## src/mm6_pkg.sv

```systemverilog
package mm6_pkg;

   localparam int OP_W  = 2;
   localparam int IDX_W = 6;
   localparam int VAL_W = 32;
   localparam int POS_W = 3;

   localparam logic [OP_W-1:0] OP_LOAD_LEFT  = 2'd0;
   localparam logic [OP_W-1:0] OP_LOAD_RIGHT = 2'd1;
   localparam logic [OP_W-1:0] OP_COMPUTE    = 2'd2;

   typedef enum logic [1:0] {
      SEQ_IDLE,
      SEQ_RUN,
      SEQ_DRAIN
   } seq_state_type;

   // Travels with each read pair through the multiply-accumulate pipeline.
   typedef struct packed {
      logic             first_k;
      logic             last_k;
      logic             last;
      logic [POS_W-1:0] row;
      logic [POS_W-1:0] col;
   } mac_tag_type;

endpackage

```

## src/mm6_store.sv

```systemverilog
module mm6_store #(
   parameter int CELLS   = 36,
   parameter int CELL_AW = 6
) (
   input  logic                          clock,
   input  logic                          wr_en_left,
   input  logic                          wr_en_right,
   input  logic [CELL_AW-1:0]            wr_addr,
   input  logic [mm6_pkg::VAL_W-1:0]     wr_data,
   input  logic                          rd_en,
   input  logic [CELL_AW-1:0]            rd_addr_left,
   input  logic [CELL_AW-1:0]            rd_addr_right,
   output logic [mm6_pkg::VAL_W-1:0]     rd_data_left,
   output logic [mm6_pkg::VAL_W-1:0]     rd_data_right
);

   logic [mm6_pkg::VAL_W-1:0] left_mem  [CELLS];
   logic [mm6_pkg::VAL_W-1:0] right_mem [CELLS];

   always_ff @(posedge clock) begin
      if (wr_en_left) begin
         left_mem[wr_addr] <= wr_data;
      end
      if (rd_en) begin
         rd_data_left <= left_mem[rd_addr_left];
      end
   end

   always_ff @(posedge clock) begin
      if (wr_en_right) begin
         right_mem[wr_addr] <= wr_data;
      end
      if (rd_en) begin
         rd_data_right <= right_mem[rd_addr_right];
      end
   end

endmodule

```

## config.mk

```make
export PLATFORM = sky130hd
export DESIGN_NAME = mm6_store
export DESIGN_NICKNAME = d
export VERILOG_FILES = /design/src/mm6_pkg.sv /design/src/mm6_store.sv
export SDC_FILE = /design/constraint.sdc
export NUM_CORES = 2
export LEC_CHECK = 0
export BUFFER_PORTS_ARGS = -buffer_cell sky130_fd_sc_hd__buf_2
export CAP_MARGIN = 20
export CORE_UTILIZATION = 55
export DETAILED_ROUTE_END_ITERATION = 10
export GPL_ROUTABILITY_DRIVEN = 0
export MAX_ROUTING_LAYER = met4
export PLACE_DENSITY = 0.79
export SYNTH_ARGS = -nofsm -noshare
export SYNTH_HDL_FRONTEND = slang
export SYNTH_SLANG_ARGS = --single-unit
```

## constraint.sdc

```tcl
create_clock -name clock -period 3.1 [get_ports clock]
set_clock_uncertainty 0.05 [all_clocks]
set_input_delay 0.465 -clock clock [delete_from_list [all_inputs] [get_ports clock]]
set_output_delay 0.465 -clock clock [all_outputs]
set_load 0.005 [all_outputs]
```

# == Yosys cells after proc, flatten, opt, wreduce, memory -nomap -nowiden ==
# Memory sizes are Yosys's and may differ from the RTL's. A register that Yosys moved wholly into a read port is not among the register bits.
# Cells that the tools add are included.
# classes
muxes,4
# op_table
cell,n
1-bit 2-to-1 mux,4
# word_totals
reg_bits,0
ram_bits,2304
elab_cells,6
in_bits,54
output_inout_bits,64
memories,2
# mem_list
memory,words,width,read_ports,rd_clocked_by_memory_dff,wr,line,text
left_mem,36,32,1,1,1,mm6_store.sv:17,logic [mm6_pkg::VAL_W-1:0] left_mem [CELLS];
right_mem,36,32,1,1,1,mm6_store.sv:18,logic [mm6_pkg::VAL_W-1:0] right_mem [CELLS];

# == Depth between registers and ports, before layout ==
# depth
word_depth,2
ltp_mapped,8
ltp_nobuf,5

# == Worst setup path before layout ==
# OpenSTA, ideal clock, no wires.
# synth_path
path_type,input to register
start,input wr_addr[0]
end,"memory left_mem[25][0] in the netlist's numbering, enable pin"
setup_ns,0.421
arrival_ns,2.691
cell_stages,4
path_slack_ns,-0.062
required_ns,2.629
n_path_buf,2
path_cell_list,clkbuf_1 or3b_2 clkbuf_1 nor2_1
# synth_rtl
item,line,text
from (decl),mm6_store.sv:8,"input logic [CELL_AW-1:0] wr_addr,"
to (decl),mm6_store.sv:17,
# No word-level cell before the write port.

==> metrics.md <==
| Metric | Value |
|---|---|
| Total GRT Usage | `28.0%` |
| Non-Filler Instances | `7442` |
| I/O Pins | `118` |
| Failing checks | `design-rule violations, negative hold slack` |
| CTS tree | `done` |
| Min-Delay Path Class | `in -> reg` |
| Worst-Margin Slew | `1.14 ns` |
| Register area share after synthesis | `77.5%` |
| Area leader, netlist | `edfxtp_1` |
| Total CTS buffers | `213` |
| Largest net degree at the start of global routing | `73` |
| Area of the die | `168000 µm²` |
| Aggregate routed wire length | `230000 µm` |
| Hold slack final | `-0.00589 ns` |
| Syn Area/Cell | `19.6 µm²` |
| Most frequent cells in the layout | `edfxtp_1 (2368), mux2i_1 (1024), a22oi_1 (256)` |
| Synthesized flop and latch total | `2368` |
| Grt ovf | `0` |
| Cells after synthesis | `4688` |
| Commonest register cell after synthesis | `edfxtp_1` |
| Crit path kind | `reg -> reg` |
| Distinct cells, synth | `28` |
| Synth top area cells | `edfxtp_1 (77%), mux2i_1 (11%), a22oi_1 (2.1%)` |
| Final Total Pwr | `65.1 mW` |
| Drt drc | `26` |
| DP Worst Slack | `0.00535 ns` |
| Clock-pin slew on the worst setup and hold paths | `0.06 ns` |
| Most common cell after layout, fill and taps aside | `edfxtp_1` |
| Final Critical Period | `2.28 ns` |
| Slew Viols, Final | `0` |
| Initial antenna violation count | `16` |
| Final Util | `63.4%` |
| Vias | `48900` |
| Critical path startpoint category | `flip-flop` |
| H-tree Lvls | `4` |
| Clk Latency, worst-skew pair | `0.86 ns` |
| Number of max-cap violations | `0` |
| Netlist Area Pre-Place | `91800 µm²` |
| Slew HR | `23.9%` |
| Routed vias/inst | `6.56` |
| First-pass GRT wire length | `332000 µm` |
| FMAX | `0.439 GHz` |
| Final Hold Viols | `18` |
| Final Setup Violations | `0` |
| Final nets | `5115` |
| Run status | `finished with violations` |
| HPWL Detailed | `131000 µm` |
| Port Buffers | `117` |
| # clock sinks | `2368` |
| Fin crit share | `73.5%` |
| Yosys top cell area share | `77.5%` |
| Final ANT Viol Nets | `0` |
| PwrDens | `621 nW/µm²` |
| Crit-path max FO | `1` |
| Area Overhead vs Synth | `14.3%` |
| Maximum root-to-sink buffer count | `3` |
| Clk root buf | `clkbuf_16` |
| Drt wl/cell | `30.9 µm` |
| Net Count, Synth | `4742` |
| Post-synth ARST share | `0%` |
| Initial Util | `55.5%` |
| Rows | `149` |
| Number of instances in the placed design | `7023` |
| Router iterations before antenna repair | `11` |
| Share of cells above drive strength 1 | `19.1%` |
| CP Data Required Time | `3.59 ns` |
| Post-synth EDFFs | `2368` |
| Min setup slack post-route | `0.823 ns` |
| RSZ-0062 raised after global routing | `no` |
| Crit. End Element | `flip-flop` |
| Vias in the first global route | `48400` |
| Post-CTS sizing | `0` |
| VDD IR max | `0.814 mV` |
| Ys Warns | `0` |
| Core area | `165000 µm²` |
| Data arrival time of the worst path | `2.77 ns` |
| Die width | `410 µm` |
| Leakage | `35.8 nW` |
| Die Span Y | `410 µm` |
| DRT iter0 DRCs | `6606` |
final timing paths:
check / endpoint / from / cells after the start / slack [ns]
hold / removal: left_mem[35][29] / wr_data[29] / 1 / -0.006
setup / recovery: rd_data_left[2] / left_mem[17][2] / 5 / 0.82
hold reg to reg: rd_data_left[27] / left_mem[32][27] / 3 / 0.67
setup reg to reg: rd_data_left[2] / left_mem[17][2] / 5 / 0.82
metal layers:
metal  vias to the layer above  global-route usage, %  wire, µm
met2                      3263                   43.9    111000
met4                         0                   10.4      8720
met3                       580                   4.80     24000
met5                         -                      -         0
li1                      20100                      -         -
met1                     24900                   36.9     86300
synthesized netlist by cell type (6+ instances only):
master	number
buf_4	38
buf_8	6
edfxtp_1	2368
a22o_1	128
a21oi_1	128
o22ai_1	64
nor2_1	76
clkbuf_4	8
buf_6	35
mux2i_1	1024
buf_2	56
clkbuf_1	114
a22oi_1	256
mux4_2	64
a221oi_2	49
nor2b_1	8
nand2_1	73
a221oi_1	79
buf_1	30
o41ai_2	64
flip-flops by register name, indices dropped and copies added (netlist names):
register,count
rd_data_left,32
left_mem,1152
right_mem,1152
rd_data_right,32
final cells by class:
| cell class | instances | area [µm²] |
|---|---|---|
| clock buffer | 255 | 5570 |
| tap | 2189 | 2740 |
| clock inverter | 135 | 1210 |
| timing repair buffer | 446 | 4610 |
| sequential | 2368 | 71100 |
| fill | 10600 | 60500 |
| multi-input combinational | 2032 | 19600 |
| antenna | 17 | 42.5 |
cell families (layout without fill, tap and decap cells):
| family | count (synthesis) | in the layout | share of synthesized area (%) |
|---|---|---|---|
| simple gates | 176 | 176 | 0.802 |
| buf+inv | 288 | 836 | 1.82 |
| other cells | 0 | 17 | 0 |
| mux | 1088 | 1088 | 12.7 |
| compound gates | 768 | 768 | 7.14 |
| flops | 2368 | 2368 | 77.5 |
where the power goes:
| part | internal (mW) | total [mW] | switching (mW) |
|---|---|---|---|
| Clock | 14.4 | 25.8 | 11.4 |
| Combinational | 1.27 | 3.57 | 2.31 |
| Sequential | 35.5 | 35.7 | 0.124 |
through the flow:
step	TNS, ns	area, µm²	hold WS (ns)
finish	0	105000	-0.00589
global route	0	105000	0.00470
CTS	0	105000	0.000777
detailed placement	0	97800	0.673
global placement	0	97800	0.662
floorplan	-30.35	91800	0.514
what timing repair did:
action                                  in CTS  in global routing
endpoints found under the hold margin       21                 21
endpoints found under the setup margin       0                  0
setup buffers                                0                  0
hold buffers                                 2                  4
critical path, cell delays in order (launching register included):
cell	delay, ns
edfxtp_1	0.35
mux2i_1	0.10
a22o_1	0.24
a221oi_1	0.29
o22ai_1	0.21
o41ai_2	0.75
(Power assumes the default switching activity.)
