==> src/mm6_pkg.sv <==
package mm6_pkg;

   localparam int OP_W  = 2;
   localparam int IDX_W = 6;
   localparam int VAL_W = 32;
   localparam int POS_W = 3;

   localparam logic [OP_W-1:0] OP_LOAD_LEFT  = 2'd0;
   localparam logic [OP_W-1:0] OP_LOAD_RIGHT = 2'd1;
   localparam logic [OP_W-1:0] OP_COMPUTE    = 2'd2;

   typedef enum logic [1:0] {
      SEQ_IDLE,
      SEQ_RUN,
      SEQ_DRAIN
   } seq_state_type;

   // Travels with each read pair through the multiply-accumulate pipeline.
   typedef struct packed {
      logic             first_k;
      logic             last_k;
      logic             last;
      logic [POS_W-1:0] row;
      logic [POS_W-1:0] col;
   } mac_tag_type;

endpackage

==> src/mm6_mac.sv <==
module mm6_mac #(
   parameter int DIM       = 6,
   parameter int FRAC_BITS = 16
) (
   input  logic                               clock,
   input  logic                               reset,
   input  logic                               issue_valid,
   input  mm6_pkg::mac_tag_type               issue_tag,
   input  logic [mm6_pkg::VAL_W-1:0]          left_data,
   input  logic [mm6_pkg::VAL_W-1:0]          right_data,
   output logic                               rsp_valid,
   output logic [mm6_pkg::POS_W-1:0]          rsp_row,
   output logic [mm6_pkg::POS_W-1:0]          rsp_col,
   output logic signed [mm6_pkg::VAL_W-1:0]   rsp_value,
   output logic                               rsp_last
);

   localparam int PROD_W = 2 * mm6_pkg::VAL_W;
   localparam int ACC_W  = PROD_W + $clog2(DIM);
   localparam logic signed [mm6_pkg::VAL_W-1:0] SAT_MAX = {1'b0, {(mm6_pkg::VAL_W-1){1'b1}}};
   localparam logic signed [mm6_pkg::VAL_W-1:0] SAT_MIN = {1'b1, {(mm6_pkg::VAL_W-1){1'b0}}};

   logic                 valid_s1_ff, valid_s1_in;
   logic                 valid_s2_ff, valid_s2_in;
   logic                 valid_s3_ff, valid_s3_in;
   logic                 rsp_valid_ff, rsp_valid_in;
   mm6_pkg::mac_tag_type tag_s1_ff, tag_s2_ff, tag_s3_ff;
   mm6_pkg::mac_tag_type tag_s2_in, tag_s3_in;

   logic signed [PROD_W-1:0]          prod_ff, prod_in;
   logic signed [ACC_W-1:0]           acc_ff, acc_in;
   logic signed [ACC_W-1:0]           prod_ext;
   logic signed [ACC_W-1:0]           shifted;
   logic [ACC_W-mm6_pkg::VAL_W:0]     upper;
   logic signed [mm6_pkg::VAL_W-1:0]  sat_value;
   logic signed [mm6_pkg::VAL_W-1:0]  value_ff, value_in;
   logic [mm6_pkg::POS_W-1:0]         row_ff, col_ff;
   logic                              last_ff;

   // Stage one: read data arrives from the stores. Stage two: product.
   // Stage three: accumulate. Then shift, saturate and present the result.
   assign valid_s1_in = issue_valid;
   assign valid_s2_in = valid_s1_ff;
   assign tag_s2_in   = tag_s1_ff;
   assign prod_in     = $signed(left_data) * $signed(right_data);

   assign prod_ext    = {{(ACC_W-PROD_W){prod_ff[PROD_W-1]}}, prod_ff};
   assign valid_s3_in = valid_s2_ff && tag_s2_ff.last_k;
   assign tag_s3_in   = tag_s2_ff;

   always_comb begin
      acc_in = acc_ff;
      if (valid_s2_ff) begin
         if (tag_s2_ff.first_k) begin
            acc_in = prod_ext;
         end else begin
            acc_in = acc_ff + prod_ext;
         end
      end
   end

   // The value fits when every bit above the result's sign bit repeats it.
   assign shifted = acc_ff >>> FRAC_BITS;
   assign upper   = shifted[ACC_W-1:mm6_pkg::VAL_W-1];

   always_comb begin
      if ((&upper) || !(|upper)) begin
         sat_value = shifted[mm6_pkg::VAL_W-1:0];
      end else if (shifted[ACC_W-1]) begin
         sat_value = SAT_MIN;
      end else begin
         sat_value = SAT_MAX;
      end
   end

   assign rsp_valid_in = valid_s3_ff;
   assign value_in     = sat_value;

   always_ff @(posedge clock) begin
      if (reset) begin
         valid_s1_ff  <= 1'b0;
         valid_s2_ff  <= 1'b0;
         valid_s3_ff  <= 1'b0;
         rsp_valid_ff <= 1'b0;
      end else begin
         valid_s1_ff  <= valid_s1_in;
         valid_s2_ff  <= valid_s2_in;
         valid_s3_ff  <= valid_s3_in;
         rsp_valid_ff <= rsp_valid_in;
      end
   end

   always_ff @(posedge clock) begin
      tag_s1_ff <= issue_tag;
      tag_s2_ff <= tag_s2_in;
      tag_s3_ff <= tag_s3_in;
      prod_ff   <= prod_in;
      acc_ff    <= acc_in;
      value_ff  <= value_in;
      row_ff    <= tag_s3_ff.row;
      col_ff    <= tag_s3_ff.col;
      last_ff   <= tag_s3_ff.last;
   end

   assign rsp_valid = rsp_valid_ff;
   assign rsp_row   = row_ff;
   assign rsp_col   = col_ff;
   assign rsp_value = value_ff;
   assign rsp_last  = last_ff;

endmodule

==> config.mk <==
export PLATFORM = sky130hd
export DESIGN_NAME = mm6_mac
export DESIGN_NICKNAME = d
export VERILOG_FILES = /design/src/mm6_pkg.sv /design/src/mm6_mac.sv
export SDC_FILE = /design/constraint.sdc
export NUM_CORES = 2
export LEC_CHECK = 0
export BUFFER_PORTS_ARGS = -buffer_cell sky130_fd_sc_hd__clkbuf_2
export CAP_MARGIN = 25
export CORE_AREA = 5 5 340 259
export CTS_CLUSTER_SIZE = 25
export DETAILED_ROUTE_END_ITERATION = 12
export DIE_AREA = 0 0 345 264
export PLACE_DENSITY_LB_ADDON = 0.1
export SLEW_MARGIN = 20
export SYNTH_ARGS = -nofsm -noshare
export SYNTH_HDL_FRONTEND = slang
export SYNTH_SLANG_ARGS = --single-unit
export TNS_END_PERCENT = 30
==> constraint.sdc <==
create_clock -name clock -period 15.1 [get_ports clock]
set_input_delay 0 -clock clock [delete_from_list [all_inputs] [get_ports clock]]
set_output_delay 0 -clock clock [all_outputs]
set_load 0.005 [all_outputs]
# --- Word level (Yosys, flattened, before mapping) ---
# Cells that the tools add are included.
word_totals:
  ff_bits: 199
  in_bits: 76
  out_inout_bits: 40
  wordCells: 33
op_classes:
  addsub: 1
  multipliers: 1
  n_mux: 3
  n_reduce_logical: 5
op_table:
  columns: ["op", "n"]
  rows:
  - ["$add 67x64->67", 1]
  - ["$mux 67", 1]
  - ["$mul 32x32->64", 1]
  - ["$mux 32", 2]
  - ["$reduce_and 20->1", 1]
  - ["$reduce_or 20->1", 1]
  - ["$logic_and 1x1->1", 1]
  - ["$logic_not 1->1", 1]
  - ["$logic_or 1x1->1", 1]

# --- Depth between registers and ports, before layout ---
depth:
  depth_word: 4
  mapped_depth: 30
  depth_no_buf: 28

# --- Worst setup path after synthesis ---
# OpenSTA, ideal clock, no wires.
synth_path:
  kind: "input to register"
  from: "input left_data[31] (netlist bit)"
  to: "register prod_ff[61]"
  setup_time_ns: 0.072
  arrival_ns: 7.295
  required_time_ns: 15.028
  path_slack_ns: 7.733
  cell_stages: 28
  n_path_buf: 1
  cell_sequence: "clkbuf_1 nand2_1 inv_1 fa_1 inv_1 fa_1 fa_1 inv_1 fa_1 inv_1 fa_1 inv_1 fa_1 inv_1 fa_1 inv_1 fa_1 ha_1 a21o_1 a21o_1 a21oi_1 o21bai_1 a21oi_1 nand3_1 a211o_1 a31o_2 a21oi_1 xnor2_1"
synth_via:
  elab_chain_len: 1
synth_lines:
  columns: ["element", "line_no", "text"]
  rows:
  - ["from (decl)", "mm6_mac.sv:9", "input logic [mm6_pkg::VAL_W-1:0] left_data,"]
  - ["$mul 32x32->64", "mm6_mac.sv:45", "assign prod_in = $signed(left_data) * $signed(right_data);"]
  - ["net prod_in[61]", "mm6_mac.sv:30", "logic signed [PROD_W-1:0] prod_ff, prod_in;"]
  - ["to (signal assigned)", "mm6_mac.sv:97", "prod_ff <= prod_in;"]
  - ["to (decl)", "mm6_mac.sv:30", null]
# The timed path passes the listed nets, and every way through them passes these cells.
# A chain may end at the register's enable or synchronous reset.

# --- Worst setup path in the final report ---
# Same ends and word-level chain as after synthesis.

==> flow_metrics.py <==
metrics = {
    "status": {
        "result_of_the_run": "complete, no violations",
    },
    "detailed_routing": {
        "route.detailed.wl_per_inst_um": 19.78,
        "wl_um": 118500,
        "drt_iter0_drc": 2084,
        "drcViolationCount": 0,
        "drt_pass1_iterations": 6,
        "num_vias": 32370,
        "drt-vias-per-instance": 5.401,
        "drtAntennaViolNets": 0,
    },
    "global_routing": {
        "grt_start_max_net_pins": 81,
        "grt_overflow_total": 0,
        "wire_length_of_the_first_global_routing_pass_um": 195800,
        "number_of_global_route_vias_before_repair": 35570,
        "number_of_antenna_violations_at_the_first_check_in_global_routing": 3,
        "globalRouteTotalUtil_pct": 27.00,
    },
    "placed_design": {
        "gp_congestion": 0.9235,
        "portBuffers": 115,
        "dp_hpwl_um": 94690,
        "post-place-ws_ns": 6.527,
    },
    "setup_path": {
        "reg2reg_to": "acc_ff[66]$_DFFE_PP_",
        "max_stage_delay_ns": 0.90,
        "start_kind": "primary input",
        "r2r_slack_ns": 11.13,
        "critical_path.max_fanout": 32,
        "critical_path.endpoint": "prod_ff[61]$_DFF_P_",
        "critPathArrivalTime_ns": 8.54,
        "path_common_cell": "fa_1",
        "path_depth": 28,
        "cp_top_family": "adder cells",
        "worst_setup_path_startpoint": "left_data[31]",
        "worst-endpoint-required_ns": 15.47,
        "worstRegToRegCells": 14,
        "worst_path_max_delay_cell": "fa_1",
        "worst_r2r_startpoint": "acc_ff[0]$_DFFE_PP_",
        "worst-path-buf-inv": 8,
        "worst-setup-path-type": "in2reg",
        "end_kind": "flop",
    },
    "clock_tree": {
        "ctsResizeCount": 0,
        "clkSinkCount": 199,
        "ctsRootBufferMaster": "clkbuf_16",
        "hold_buf_cts": 11,
        "clock_latency_ns": 0.44,
        "clk_transition_reported_paths_ns": 0.07,
        "ctsLongestPathBuffers": 2,
        "cts_setup_buffers": 0,
        "number_of_buffers_created_by_cts": 17,
        "cts_tree": "yes",
        "clock_h_tree_levels": 4,
    },
    "logic_synthesis": {
        "seq_area_frac_synth_pct": 10.13,
        "dominantRegCellSynth": "dfxtp_1",
        "synthTopCellsByCount": "1083 x fa_1, 1052 x inv_1, 636 x nand2_1",
        "post-synth-top-count-cell": "fa_1",
        "synthesis.instances": 4912,
        "synth_largest_type_area_fraction_pct": 47.20,
        "synthesis.area_sq_um": 45930,
        "number_of_enable_type_register_cells_in_the_synthesized_netlist": 67,
        "ys_types": 81,
        "synth.yosys.warnings": 0,
        "synthArstFlopShare_pct": 0,
        "net_count_after_synthesis": 6321,
        "synthesis.area_per_instance_sq_um": 9.351,
        "postSynthRegisterBits": 199,
        "cells_taking_the_most_area_after_synthesis": "fa_1 47%, inv_1 8.6%, and2_1 7.2%, ha_1 6.8%, dfxtp_1 5.8%",
        "yosysTopAreaCell": "fa_1",
    },
    "floorplan": {
        "ios": 116,
        "core_sq_um": 84710,
        "placementRows": 93,
        "floorplan.initialDensity_pct": 54.22,
        "chipWidth_um": 345,
        "die_extent_in_y_um": 264,
        "floorplan.die_area_sq_um": 91080,
    },
    "timing": {
        "final_critical_path_setup_slack_ns": 6.928,
        "worst_slew_margin_rel_pct": 26.49,
        "layout_min_cycle_time_ns": 8.172,
        "max_freq_ghz": 0.1224,
        "finalClockSkew_ns": 0.01382,
        "tightest_slew_ns": 1.103,
        "setup-violations-final": 0,
        "hold_ws_ns": 0.07908,
        "timing_hold_violations_final": 0,
        "fin_crit_sh_pct": 54.12,
        "setup_total_negative_slack_ns": 0,
        "setup_repair_after_global_routing_missed_its_margin": "false",
        "timing_max_transition_violations_final": 0,
    },
    "job": {
        "maxCapViolCount": 0,
    },
    "cells_and_area": {
        "layout.filler_cells": 7745,
        "finish.net_count": 6247,
        "layout_cells_sized_above_1_pct": 4.308,
        "area_delta_synth_final_pct": 4.298,
    },
    "hold_path": {
        "min_path_type": "in2reg",
    },
}
per-stage QoR:
| step | util [%] | area [sq um] | cells |
|---|---|---|---|
| 2_1_floorplan | - | 45930 | 4912 |
| 3_3_place_gp | 55.72 | 47210 | 5947 |
| 3_5_place_dp | 55.74 | 47210 | 5947 |
| 4_1_cts | 56.52 | 47880 | 5990 |
| 5_1_grt | 56.55 | 47900 | 5992 |
| 6_report | 56.55 | 47910 | 5993 |
worst reg2reg max path: stages, from the launching register on:
cell and delay, ns:
edfxtp_1 0.38, ha_1 0.22, inv_1 0.07, fa_1 0.19
nor2b_1 0.07, o31a_1 0.30, o31ai_1 0.43, a211oi_1 0.26
o311ai_1 0.74, a31o_2 0.32, nand4b_1 0.12, a31o_2 0.26
xnor2_1 0.13, nor2_1 0.06, xor2_1 0.16
flip-flops by register name (all words and copies together), names as in the netlist:
signal and flops:
tag_s2_ff 9, rsp_valid 1, valid_s1_ff 1, prod_ff 64, rsp_value 32, valid_s2_ff 1
rsp_valid_in 1, tag_s1_ff 9, acc_ff 67, tag_s3_ff 7, rsp_col 3, rsp_row 3
rsp_last 1
cells in the final DEF, fill, tap and decap left out, types with 40 or more instances in the layout:
cell	instances
ha_1	250
clkbuf_2	115
inv_1	1052
edfxtp_1	67
nand2_1	636
nor2_1	98
and2_1	526
dfxtp_1	130
fa_1	1083
a21oi_1	145
a21o_1	71
xnor2_1	93
xor2_1	40
o21ai_0	152
logic make-up (layout without fill, tap and decap cells):
family | count (synthesis) | in the layout | synth area share, %
AND/OR/NAND/NOR | 1407 | 1407 | 15.11
buffers and inverters | 1299 | 1238 | 10.64
multiplexers | 5 | 5 | 0.1198
XOR/XNOR | 133 | 133 | 2.536
adder cells (fa/ha/maj) | 1333 | 1333 | 54.01
AO/OA/AOI/OAI | 536 | 536 | 7.447
flip-flops | 199 | 199 | 10.13
other | 0 | 2 | 0
metal layers:
layer  up-vias  track usage [%]  part of all wire [%]
li1      14540                -                     -
met1     16660            38.24                    45
met2      1023            43.66                    46
met3       145            5.495                   7.3
met4         2            5.696                   2.3
met5         -                0                 0.011
how the worst min path moves through the flow:
stage | from | endpoint | depth (start not counted)
2_1_floorplan | issue_tag[0] | tag_s1_ff[0]$_DFF_P_ | 0
3_3_place_gp | issue_tag[4] | tag_s1_ff[4]$_DFF_P_ | 1
3_5_place_dp | issue_tag[4] | tag_s1_ff[4]$_DFF_P_ | 1
4_1_cts | right_data[0] | prod_ff[0]$_DFF_P_ | 3
5_1_grt | right_data[0] | prod_ff[0]$_DFF_P_ | 3
6_report | right_data[0] | prod_ff[0]$_DFF_P_ | 3
layout make-up:
class / count / area (sq um) / area share, %
multi-input combinational: 3414 / 36400 / 75.99
sequential: 199 / 4659 / 9.726
inverter: 1053 / 3953 / 8.250
tap: 1140 / 1426 / 2.977
timing repair buffer: 153 / 900.9 / 1.880
clock buffer: 24 / 494.2 / 1.032
clock inverter: 8 / 63.81 / 0.1332
antenna: 2 / 5.005 / 0.01045
Power is not shown: default switching activity piles up to over one toggle a cycle in this logic, so the estimate is an artifact.
