**src/mm6_pkg.sv**
```systemverilog
package mm6_pkg;

   localparam int OP_W  = 2;
   localparam int IDX_W = 6;
   localparam int VAL_W = 32;
   localparam int POS_W = 3;

   localparam logic [OP_W-1:0] OP_LOAD_LEFT  = 2'd0;
   localparam logic [OP_W-1:0] OP_LOAD_RIGHT = 2'd1;
   localparam logic [OP_W-1:0] OP_COMPUTE    = 2'd2;

   typedef enum logic [1:0] {
      SEQ_IDLE,
      SEQ_RUN,
      SEQ_DRAIN
   } seq_state_type;

   // Travels with each read pair through the multiply-accumulate pipeline.
   typedef struct packed {
      logic             first_k;
      logic             last_k;
      logic             last;
      logic [POS_W-1:0] row;
      logic [POS_W-1:0] col;
   } mac_tag_type;

endpackage

```
**src/mm6_seq.sv**
```systemverilog
module mm6_seq #(
   parameter int DIM     = 6,
   parameter int CELL_AW = 6
) (
   input  logic                 clock,
   input  logic                 reset,
   input  logic                 start_compute,
   input  logic                 drain_done,
   output logic                 busy,
   output logic                 rd_en,
   output logic [CELL_AW-1:0]   rd_addr_left,
   output logic [CELL_AW-1:0]   rd_addr_right,
   output mm6_pkg::mac_tag_type issue_tag
);

   localparam int CNT_W = $clog2(DIM);

   mm6_pkg::seq_state_type state_ff, state_in;

   logic [CNT_W-1:0]   k_ff, k_in;
   logic [CNT_W-1:0]   c_ff, c_in;
   logic [CNT_W-1:0]   r_ff, r_in;
   logic [CELL_AW-1:0] addr_left_ff, addr_left_in;
   logic [CELL_AW-1:0] addr_right_ff, addr_right_in;

   logic k_last, c_last, r_last, final_issue;

   assign k_last      = (k_ff == CNT_W'(DIM - 1));
   assign c_last      = (c_ff == CNT_W'(DIM - 1));
   assign r_last      = (r_ff == CNT_W'(DIM - 1));
   assign final_issue = k_last && c_last && r_last;

   always_comb begin
      state_in = state_ff;
      case (state_ff)
         mm6_pkg::SEQ_IDLE: begin
            if (start_compute) begin
               state_in = mm6_pkg::SEQ_RUN;
            end
         end
         mm6_pkg::SEQ_RUN: begin
            if (final_issue) begin
               state_in = mm6_pkg::SEQ_DRAIN;
            end
         end
         mm6_pkg::SEQ_DRAIN: begin
            if (drain_done) begin
               state_in = mm6_pkg::SEQ_IDLE;
            end
         end
         default: begin
            state_in = mm6_pkg::SEQ_IDLE;
         end
      endcase
   end

   // The left address walks along a row and the right address down a column;
   // both step back after each dot product, but after a row the left moves on.
   always_comb begin
      k_in          = k_ff;
      c_in          = c_ff;
      r_in          = r_ff;
      addr_left_in  = addr_left_ff;
      addr_right_in = addr_right_ff;
      case (state_ff)
         mm6_pkg::SEQ_IDLE: begin
            k_in          = '0;
            c_in          = '0;
            r_in          = '0;
            addr_left_in  = '0;
            addr_right_in = '0;
         end
         mm6_pkg::SEQ_RUN: begin
            if (k_last) begin
               k_in = '0;
               if (c_last) begin
                  c_in          = '0;
                  r_in          = r_ff + CNT_W'(1);
                  addr_left_in  = addr_left_ff + CELL_AW'(1);
                  addr_right_in = '0;
               end else begin
                  c_in          = c_ff + CNT_W'(1);
                  addr_left_in  = addr_left_ff - CELL_AW'(DIM - 1);
                  addr_right_in = addr_right_ff - CELL_AW'(DIM * DIM - DIM - 1);
               end
            end else begin
               k_in          = k_ff + CNT_W'(1);
               addr_left_in  = addr_left_ff + CELL_AW'(1);
               addr_right_in = addr_right_ff + CELL_AW'(DIM);
            end
         end
         default: begin
         end
      endcase
   end

   always_comb begin
      busy              = (state_ff != mm6_pkg::SEQ_IDLE);
      rd_en             = (state_ff == mm6_pkg::SEQ_RUN);
      rd_addr_left      = addr_left_ff;
      rd_addr_right     = addr_right_ff;
      issue_tag.first_k = (k_ff == '0);
      issue_tag.last_k  = k_last;
      issue_tag.last    = final_issue;
      issue_tag.row     = mm6_pkg::POS_W'(r_ff);
      issue_tag.col     = mm6_pkg::POS_W'(c_ff);
   end

   always_ff @(posedge clock) begin
      if (reset) begin
         state_ff <= mm6_pkg::SEQ_IDLE;
      end else begin
         state_ff <= state_in;
      end
   end

   always_ff @(posedge clock) begin
      if (reset) begin
         k_ff          <= '0;
         c_ff          <= '0;
         r_ff          <= '0;
         addr_left_ff  <= '0;
         addr_right_ff <= '0;
      end else begin
         k_ff          <= k_in;
         c_ff          <= c_in;
         r_ff          <= r_in;
         addr_left_ff  <= addr_left_in;
         addr_right_ff <= addr_right_in;
      end
   end

endmodule

```
**config.mk**
```make
export PLATFORM = sky130hd
export DESIGN_NAME = mm6_seq
export DESIGN_NICKNAME = d
export VERILOG_FILES = /design/src/mm6_pkg.sv /design/src/mm6_seq.sv
export SDC_FILE = /design/constraint.sdc
export NUM_CORES = 1
export LEC_CHECK = 0
export BUFFER_PORTS_ARGS = -buffer_cell sky130_fd_sc_hd__buf_2
export CAP_MARGIN = 25
export CORE_ASPECT_RATIO = 0.8
export CORE_MARGIN = 2
export CORE_UTILIZATION = 27
export DETAILED_ROUTE_END_ITERATION = 6
export PLACE_DENSITY_LB_ADDON = 0.15
export SKIP_CTS_REPAIR_TIMING = 1
export SYNTH_ARGS = -nofsm -noshare
export SYNTH_HDL_FRONTEND = slang
export SYNTH_SLANG_ARGS = --single-unit
```
**constraint.sdc**
```tcl
create_clock -name clock -period 4.2 [get_ports clock]
set_input_delay 0.21 -clock clock [delete_from_list [all_inputs] [get_ports clock]]
set_output_delay 0.21 -clock clock [all_outputs]
set_load 0.005 [all_outputs]
```
# --- Yosys cells after proc, flatten, opt, wreduce, memory -nomap -nowiden ---
# Cells that the tools add are included.
classes:
  n_addsub: 7
  multipliers: 0
  n_div: 0
  magnitude_cmp: 0
  eq_ne: 10
  shift: 0
  muxes: 18
  n_bitwise: 0
  reduce_logical: 9
ops:
  columns: ["operator", "n"]
  rows:
  - ["two-way mux 6 bit", 4]
  - ["case mux 6 bit (2 select lines)", 2]
  - ["case mux 3 bit (2 select lines)", 3]
  - ["two-way mux 3 bit", 5]
  - ["adder 3 x 1 -> 3 bit (second input constant)", 3]
  - ["equality test 3 bit (second input constant)", 3]
  - ["adder 6 x 1 -> 6 bit (second input constant)", 1]
  - ["adder 6 x 3 -> 6 bit (second input constant)", 1]
  - ["two-way mux 2 bit", 3]
  - ["inequality test 2 x 1 -> 1 bit (second input constant)", 3]
  - ["case mux 2 bit (3 select lines)", 1]
  - ["AND reduction 3 bit", 2]
  - ["subtractor 6 x 3 -> 6 bit (second input constant)", 1]
  - ["subtractor 6 x 5 -> 6 bit (second input constant)", 1]
  - ["inequality test 2 bit (second input constant)", 2]
  - ["nonzero test 2 bit", 2]
  - ["logical NOT 3 bit", 1]
  - ["equality test 2 x 1 -> 1 bit (second input constant)", 1]
  - ["equality test 2 bit (second input constant)", 1]
  - ["logical AND 1 bit", 2]
  - ["logical NOT 2 bit", 1]
  - ["AND reduction 2 bit", 1]
totals:
  register_bits: 23
  latch_bits: 0
  ram_bits: 0
  mem_bits_ro: 0
  inputBits: 4
  elab_cells: 50
  memories: 0

# --- Logic depth before layout (Yosys ltp) ---
# Gate-level depths: netlist of the first run.
logic_depth:
  ltp_word: 5
  mapped_depth: 7

# --- Least setup slack after synthesis of the first run ---
# OpenSTA, ideal clock, no wires.
synth_timing:
  path_kind: "register to register"
  startpoint: "reg addr_right_ff[1], in the netlist rd_addr_right[1]"
  endpoint: "reg addr_right_ff[4], in the netlist rd_addr_right[4]"
  setup_time_ns: 0.117
  arrival_ns: 1.406
  t_required_ns: 4.083
  path_slack_ns: 2.677
  stages_incl_launch_ff: 7
  path_buffers: 0
  synth_period_minus_slack_ns: 1.523
  path_cell_list: "dfxtp_1 inv_1 ha_1 or3_1 a21oi_1 o21ai_0 a32o_1"
synth_via:
  elab_chain_cells: 4
  elab_cells_between_ends: 5
  classes_between: "add/sub (2); mux (3)"
synth_lines:
  columns: ["item", "line_no", "text"]
  rows:
  - ["from (decl)", "mm6_seq.sv:24", "logic [CELL_AW-1:0] addr_right_ff, addr_right_in;"]
  - ["from (signal assigned)", "mm6_seq.sv:129", "addr_right_ff <= addr_right_in;"]
  - ["subtractor 6 x 5 -> 6 bit", "mm6_seq.sv:84", "addr_right_in = addr_right_ff - CELL_AW'(DIM * DIM - DIM - 1);"]
  - ["two-way mux 6 bit", "mm6_seq.sv:76", "if (c_last) begin"]
  - ["two-way mux 6 bit *", "mm6_seq.sv:74", "if (k_last) begin"]
  - ["case mux 6 bit (2 select lines) *", "mm6_seq.sv:65", "case (state_ff)"]
# Every way passes the cells marked *; elsewhere a longest branch is shown, timed or not.
# A chain may end at the register's enable or synchronous reset.

# --- Worst setup path in the final report of the first run ---
layout_timing:
  startpoint: "reg state_ff[1]"
  endpoint: "out rd_en"
layout_via:
  elab_chain_cells: 1
layout_lines:
  columns: ["item", "line_no", "text"]
  rows:
  - ["from (decl)", "mm6_seq.sv:18", "mm6_pkg::seq_state_type state_ff, state_in;"]
  - ["from (signal assigned)", "mm6_seq.sv:111", "state_ff <= mm6_pkg::SEQ_IDLE;"]
  - ["from (signal assigned)", "mm6_seq.sv:113", "state_ff <= state_in;"]
  - ["equality test 2 x 1 -> 1 bit", "mm6_seq.sv:99", "rd_en = (state_ff == mm6_pkg::SEQ_RUN);"]
  - ["to (decl)", "mm6_seq.sv:10", "output logic rd_en,"]
# No other way between the ends.

==> results of run 1 <==
cell usage after synthesis (2+ instances only):
cell       n  area [um^2]
ha_1       8          100
nand3_1    8         40.0
xnor2_1    2         17.5
a21oi_1   21          105
nor2_1    20         75.1
buf_4      2         15.0
nor2b_1    2         12.5
o21ai_0   12         60.1
o22ai_1    2         12.5
inv_1      8         30.0
a21o_1     3         22.5
a22oi_1    2         15.0
dfxtp_1   23          460
or3_1      6         37.5
clkbuf_1   5         18.8
buf_6      2         22.5
nand4b_1   2         17.5
o21ai_1    2         10.0
a221oi_1   2         17.5
and3_1     2         12.5
nand2_1   11         41.3
nand3b_1   2         15.0
nor3_1     6         30.0
nand2b_1   2         12.5
a31oi_1    2         12.5
mux2i_1    2         20.0
critical path, delay by kind of cell, from the launching register on:
kind	cells	cell delay (ns)
DFF	1	0.87
buffers and inverters	2	0.57
and+or+nand+nor	1	0.41
logic make-up after synthesis:
kind of cell	count (synthesis)
AND/OR/NAND/NOR	71
flip-flops	23
multiplexers	3
XOR/XNOR	3
adder cells (fa/ha/maj)	8
buffers and inverters	20
AO/OA/AOI/OAI	53
power by group through the flow:
stage / logic, uW / registers [uW] / clock network [uW]
detailed placement: 38.7 / 235 / 0
global route: 44.1 / 231 / 155
floorplan: 28.2 / 232 / 0
finish: 38.5 / 230 / 143
global placement: 39.2 / 235 / 0
CTS: 38.9 / 230 / 149
flip-flops by register name (all words and copies together) (netlist names):
name,count
rd_addr_left,6
k_ff,3
c_ff,3
r_ff,3
rd_addr_right,6
state_ff,2
stage by stage:
step | setup WS, ns | utilization | hold WS [ns]
final | 1.87 | 0.321 | 0.203
after global routing | 1.71 | 0.321 | 0.221
after CTS | 1.91 | 0.321 | 0.203
after detailed placement | 2.20 | 0.312 | 0.491
after global placement | 2.28 | 0.312 | 0.497
after floorplan | 2.68 | - | 0.383
how the worst min path moves through the flow:
stage                   from           to  slack, ns
6_report          drain_done  state_ff[1]       0.20
5_1_grt           drain_done  state_ff[1]       0.22
4_1_cts           drain_done  state_ff[1]       0.20
3_5_place_dp      drain_done  state_ff[1]       0.49
3_3_place_gp      drain_done  state_ff[1]       0.50
2_1_floorplan  start_compute  state_ff[0]       0.38
routing by layer:
metal	GRT usage	vias up
li1	-	688
met1	0.175	632
met2	0.199	21
met3	0.0321	2
met4	0.0298	0
met5	0	-
layout make-up:
type / instances / share of cell area
inverters: 10 / 0.0232
well taps: 62 / 0.0480
clock buffers: 4 / 0.0279
repair buffers: 26 / 0.0805
flip-flops and latches: 23 / 0.285
multi-input cells: 138 / 0.536
==> results.cfg, run 1 <==
[global_route]
antenna_found_initial = 0
grt.overflow.total = 0
grt_pass1_vias = 1232
grt_pass1_wl_mm = 5.93
grtUsageTotal = 0.127
grt_start_max_net_pins = 25

[floorplan]
dieWidth_um = 85.2
initial_core_util = 0.283
die_h_um = 69.0
ios = 27
rows = 23
dieArea_um2 = 5870
core_area_um2 = 5040

[worst_hold_path]
hp-class = input pin to flop
whs_path_depth = 4

[detailed_routing]
firstDrtPassIters = 4
drc = 0
ant_nets = 0
via_per_inst = 5.11
drtIter0Drc = 88
routed.top_layer = met4
wire_per_inst_um = 13.6
wl_met1_mm = 1.91
route.met3.wl_um = 139
vias = 1343
totalWireLength_mm = 3.59
dr_wl_met2_mm = 1.51

[setup_path]
endpoint = rd_en
r2r_setup_slack_ns = 2.16
crit_arrival_ns = 2.12
crit_start = state_ff[1]
worstPathRequired_ns = 3.99
crit_chain = nand2b_1 -> clkinv_1 -> buf_2
cp_slowest_cell = dfxtp_1
timing.rr.end = k_ff[2]
worst-path-max-fanout = 24
ff2ff_path_depth = 4
timing.rr.start = state_ff[1]
worstSetupPathType = flop to output port
critPathCaptureType = output port
crit_path_start_kind = flop
slowest_delay_ns = 0.87

[flow_run]
cap_violations = 0

[synth]
synth_cells = 181
netlist_area_um2 = 1420
ys_seq_area_frac = 0.323
synth_edf_count = 0
synth.area.mux_share = 0.0220
async_flop_share = 0
synthXorXnorAreaFrac = 0.0185
synth_compound_area_frac = 0.221
synth_fa_ha_area_frac = 0.0703
yosysWarnings = 0
synth_top_flop_cell = dfxtp_1
synth_cell_type_count = 48
synthSimpleGateAreaFrac = 0.276
syn_nets = 193
synth_top_family_by_area = simple AND/OR/NAND/NOR gates
avgSynthCellArea_um2 = 7.87
ys_seq_elements = 23

[power_and_ir_drop]
combPwrFrac = 0.094
leakagePower_uw = 0.000668
p_clk_frac = 0.348
intPower_uw = 307
power_frac_seq = 0.559
switching_power_uw = 104
power_uw = 411
power_density_nw_per_um2 = 254
p_sw_frac = 0.254
peakVddDrop_uv = 119

[placed_design]
port_buffers = 26
placed_cells = 259
place_congestion = 0.763
dp.final_hpwl_mm = 2.52
dpl_cell_area_um2 = 1570

[clocking]
clk_path_buf_depth = 2
cts_tree = done
cts.sinks = 23
clockRootBuffer = clkbuf_8
cts_max_level = 1
clkTransAtPathRegs_ns = 0.08
clk_latency_ns = 0.27
cts_made_buffers = 3

[timing]
layout_min_cycle_time_ns = 2.33
setup_viol = 0
relSlewSlack = 0.442
fin_tns_setup_ns = 0
period_share = 0.555
worst_pin_slew_ns = 0.835
grt_setup_unrepaired = no
worst_clock_skew_ns = 0.00265
final-hold-violation-count = 0
max_freq_ghz = 0.429
maxSlewViolCount = 0

[final_layout]
seq_area_um2 = 460
multiInputGateArea_um2 = 866
drive_gt1_frac = 0.179
stdcell_area_um2 = 1620
layout_common_cells = buf_2 (26), dfxtp_1 (23), a21oi_1 (21)
final_cell_count_no_fill = 263
final_common_cell = buf_2
antenna_cells = 0
finish.net_count = 214
nFillCells = 546
syn_to_final_growth_pct = 13.5

[status]
status = finished, final reports clean
(Power assumes the default switching activity.)
==> run 2, diff against run 1 <==
--- a/config.mk
+++ b/config.mk
@@ -5,6 +5,7 @@
 export SDC_FILE = /design/constraint.sdc
 export NUM_CORES = 1
 export LEC_CHECK = 0
+export ABC_AREA = 1
 export BUFFER_PORTS_ARGS = -buffer_cell sky130_fd_sc_hd__buf_2
 export CAP_MARGIN = 25
 export CORE_ASPECT_RATIO = 0.8
==> constraint.sdc (replaced) <==
create_clock -name clock -period 2.37 [get_ports clock]
set_input_delay 0.1185 -clock clock [delete_from_list [all_inputs] [get_ports clock]]
set_output_delay 0.1185 -clock clock [all_outputs]
set_load 0.005 [all_outputs]
==> results.cfg, run 2 <==
[final_layout]
seq_area_um2 = 460
nFillCells = 598
syn_to_final_growth_pct = 15.4
layout_common_cells = nand2_1 (48), inv_1 (32), buf_2 (26)
drive_gt1_frac = 0.198
final_common_cell = nand2_1
multiInputGateArea_um2 = 881
finish.net_count = 265
antenna_cells = 0

[timing]
period_share = 0.771
worst_pin_slew_ns = 0.664
layout_min_cycle_time_ns = 1.83
worst_clock_skew_ns = 0.00340
final-hold-violation-count = 0
relSlewSlack = 0.557
maxSlewViolCount = 0
setup_viol = 0
grt_setup_unrepaired = no
max_freq_ghz = 0.547
fin_tns_setup_ns = 0
hold_ws_ns = 0.0895

[flow_run]
cap_violations = 0

[setup_path]
crit_chain = nor2_2 -> nand2_2 -> nand2_4 -> inv_2 -> nand2_4 -> nand2_1 -> a21oi_2
worstSetupPathType = flop to flop
r2r_setup_slack_ns = 0.54
crit_top_cell = nand2_4
slowest_delay_ns = 0.62
worstPathRequired_ns = 2.58
cp_slowest_cell = nor2_2
worst-path-max-fanout = 16
crit_path_start_kind = flop
crit_arrival_ns = 2.04
critPathCaptureType = flop

[detailed_routing]
vias = 1434
drtIter0Drc = 70
via_per_inst = 4.35
drc = 0
totalWireLength_mm = 3.84
firstDrtPassIters = 4
wire_per_inst_um = 11.6
ant_nets = 0

[power_and_ir_drop]
power_density_nw_per_um2 = 451
leakagePower_uw = 0.000804
peakVddDrop_uv = 203

[synth]
synth_top_family_by_area = simple AND/OR/NAND/NOR gates
synth_cell_type_count = 30
synth_top_flop_cell = dfxtp_1
syn_nets = 241
synthSimpleGateAreaFrac = 0.336
synth.top_cell.area_share = 0.302
synthTopCellsByCount = nand2_1 (48), inv_1 (32), dfxtp_1 (23), nand3_1 (22), a21oi_1 (20)
synth_area_leaders = dfxtp_1 (30%), nand2_1 (12%), inv_1 (7.9%)
ys_seq_area_frac = 0.302
ys_seq_elements = 23
synth.area.mux_share = 0
synth_fa_ha_area_frac = 0.0657
synth_compound_area_frac = 0.159
synthXorXnorAreaFrac = 0.0173
synth_edf_count = 0
synth_cells = 229
avgSynthCellArea_um2 = 6.65
yosysWarnings = 0
async_flop_share = 0
yosys.area.top_type = dfxtp_1
synth.most_common_cell = nand2_1
netlist_area_um2 = 1520

[clocking]
cts.sinks = 23
cts_tree = done
clk_latency_ns = 0.27
clkTransAtPathRegs_ns = 0.09
clockRootBuffer = clkbuf_8
cts_max_level = 1
cts_made_buffers = 3
clk_path_buf_depth = 2

[floorplan]
die_h_um = 71.2
initial_core_util = 0.280
rows = 24
dieArea_um2 = 6260
ios = 27
dieWidth_um = 88.0
core_area_um2 = 5440

[global_route]
grt.overflow.total = 0
grt_pass1_vias = 1289
antenna_found_initial = 0
grt_start_max_net_pins = 19
grt_pass1_wl_mm = 6.38
grtUsageTotal = 0.131

[placed_design]
dp.final_hpwl_mm = 2.92
port_buffers = 26
place_congestion = 0.783

[worst_hold_path]
hp-class = input pin to flop

[status]
status = finished, final reports clean
==> run 2: changes by cell type after synthesis, moves of 5 or more <==
| cell | delta |
|---|---|
| nor3_1 | -5 |
| nand2_1 | +37 |
| inv_1 | +24 |
| o21ai_0 | +7 |
| nand3_1 | +14 |
| or3_1 | -6 |
==> run 2: logic make-up (layout without fill, tap and decap cells) <==
logic type / Yosys count / after routing
buf+inv: 44 / 67
flops: 23 / 23
compound gates: 46 / 46
fa+ha+maj: 8 / 8
simple gates: 105 / 105
xor+xnor: 3 / 3
==> run 2: area by class of cell <==
class                           count  share of cell area
Clock buffer                        3              0.0235
Inverter                           37              0.0791
Clock inverter                      1             0.00427
Multi-Input combinational cell    162               0.501
Timing Repair Buffer               26              0.0741
Sequential cell                    23               0.262
Tap cell                           78              0.0556
==> run 2: worst paths after layout <==
path | from | cells after the start | to
max reg2reg | state_ff[1] | 7 | r_ff[2]
min | start_compute | 3 | state_ff[0]
min reg2reg | c_ff[2] | 2 | c_ff[2]
max | state_ff[1] | 7 | r_ff[2]
==> run 2: metal layers <==
| layer | vias up | global-route usage | part of all wire |
|---|---|---|---|
| li1 | 779 | - | - |
| met1 | 624 | 0.196 | 0.55 |
| met2 | 29 | 0.192 | 0.39 |
| met3 | 2 | 0.0327 | 0.052 |
| met4 | 0 | 0.0256 | 0.0050 |
| met5 | - | 0 | 0 |
==> run 2: stage by stage <==
stage | instances | power [uW] | cell area (um^2) | util | setup slack (ns)
floorplan | 229 | 508 | 1520 | - | 1.12
global placement | 326 | 546 | 1710 | 0.314 | 0.655
detailed placement | 326 | 544 | 1710 | 0.314 | 0.550
CTS | 330 | 813 | 1760 | 0.323 | 0.529
global route | 330 | 839 | 1760 | 0.323 | 0.390
finish | 330 | 792 | 1760 | 0.323 | 0.543
==> run 2: critical path, delay by kind of cell, from the launching register on <==
kind | cells | cell delay (ns)
buf+inv | 1 | 0.06
compound gates | 1 | 0.12
simple gates | 5 | 1.09
flops | 1 | 0.49
==> run 2: report_power, final <==
| group | internal, uW | switching [uW] | total, uW |
|---|---|---|---|
| sequential | 400 | 18.4 | 418 |
| clock | 119 | 139 | 258 |
| combinational | 43.5 | 72.7 | 116 |
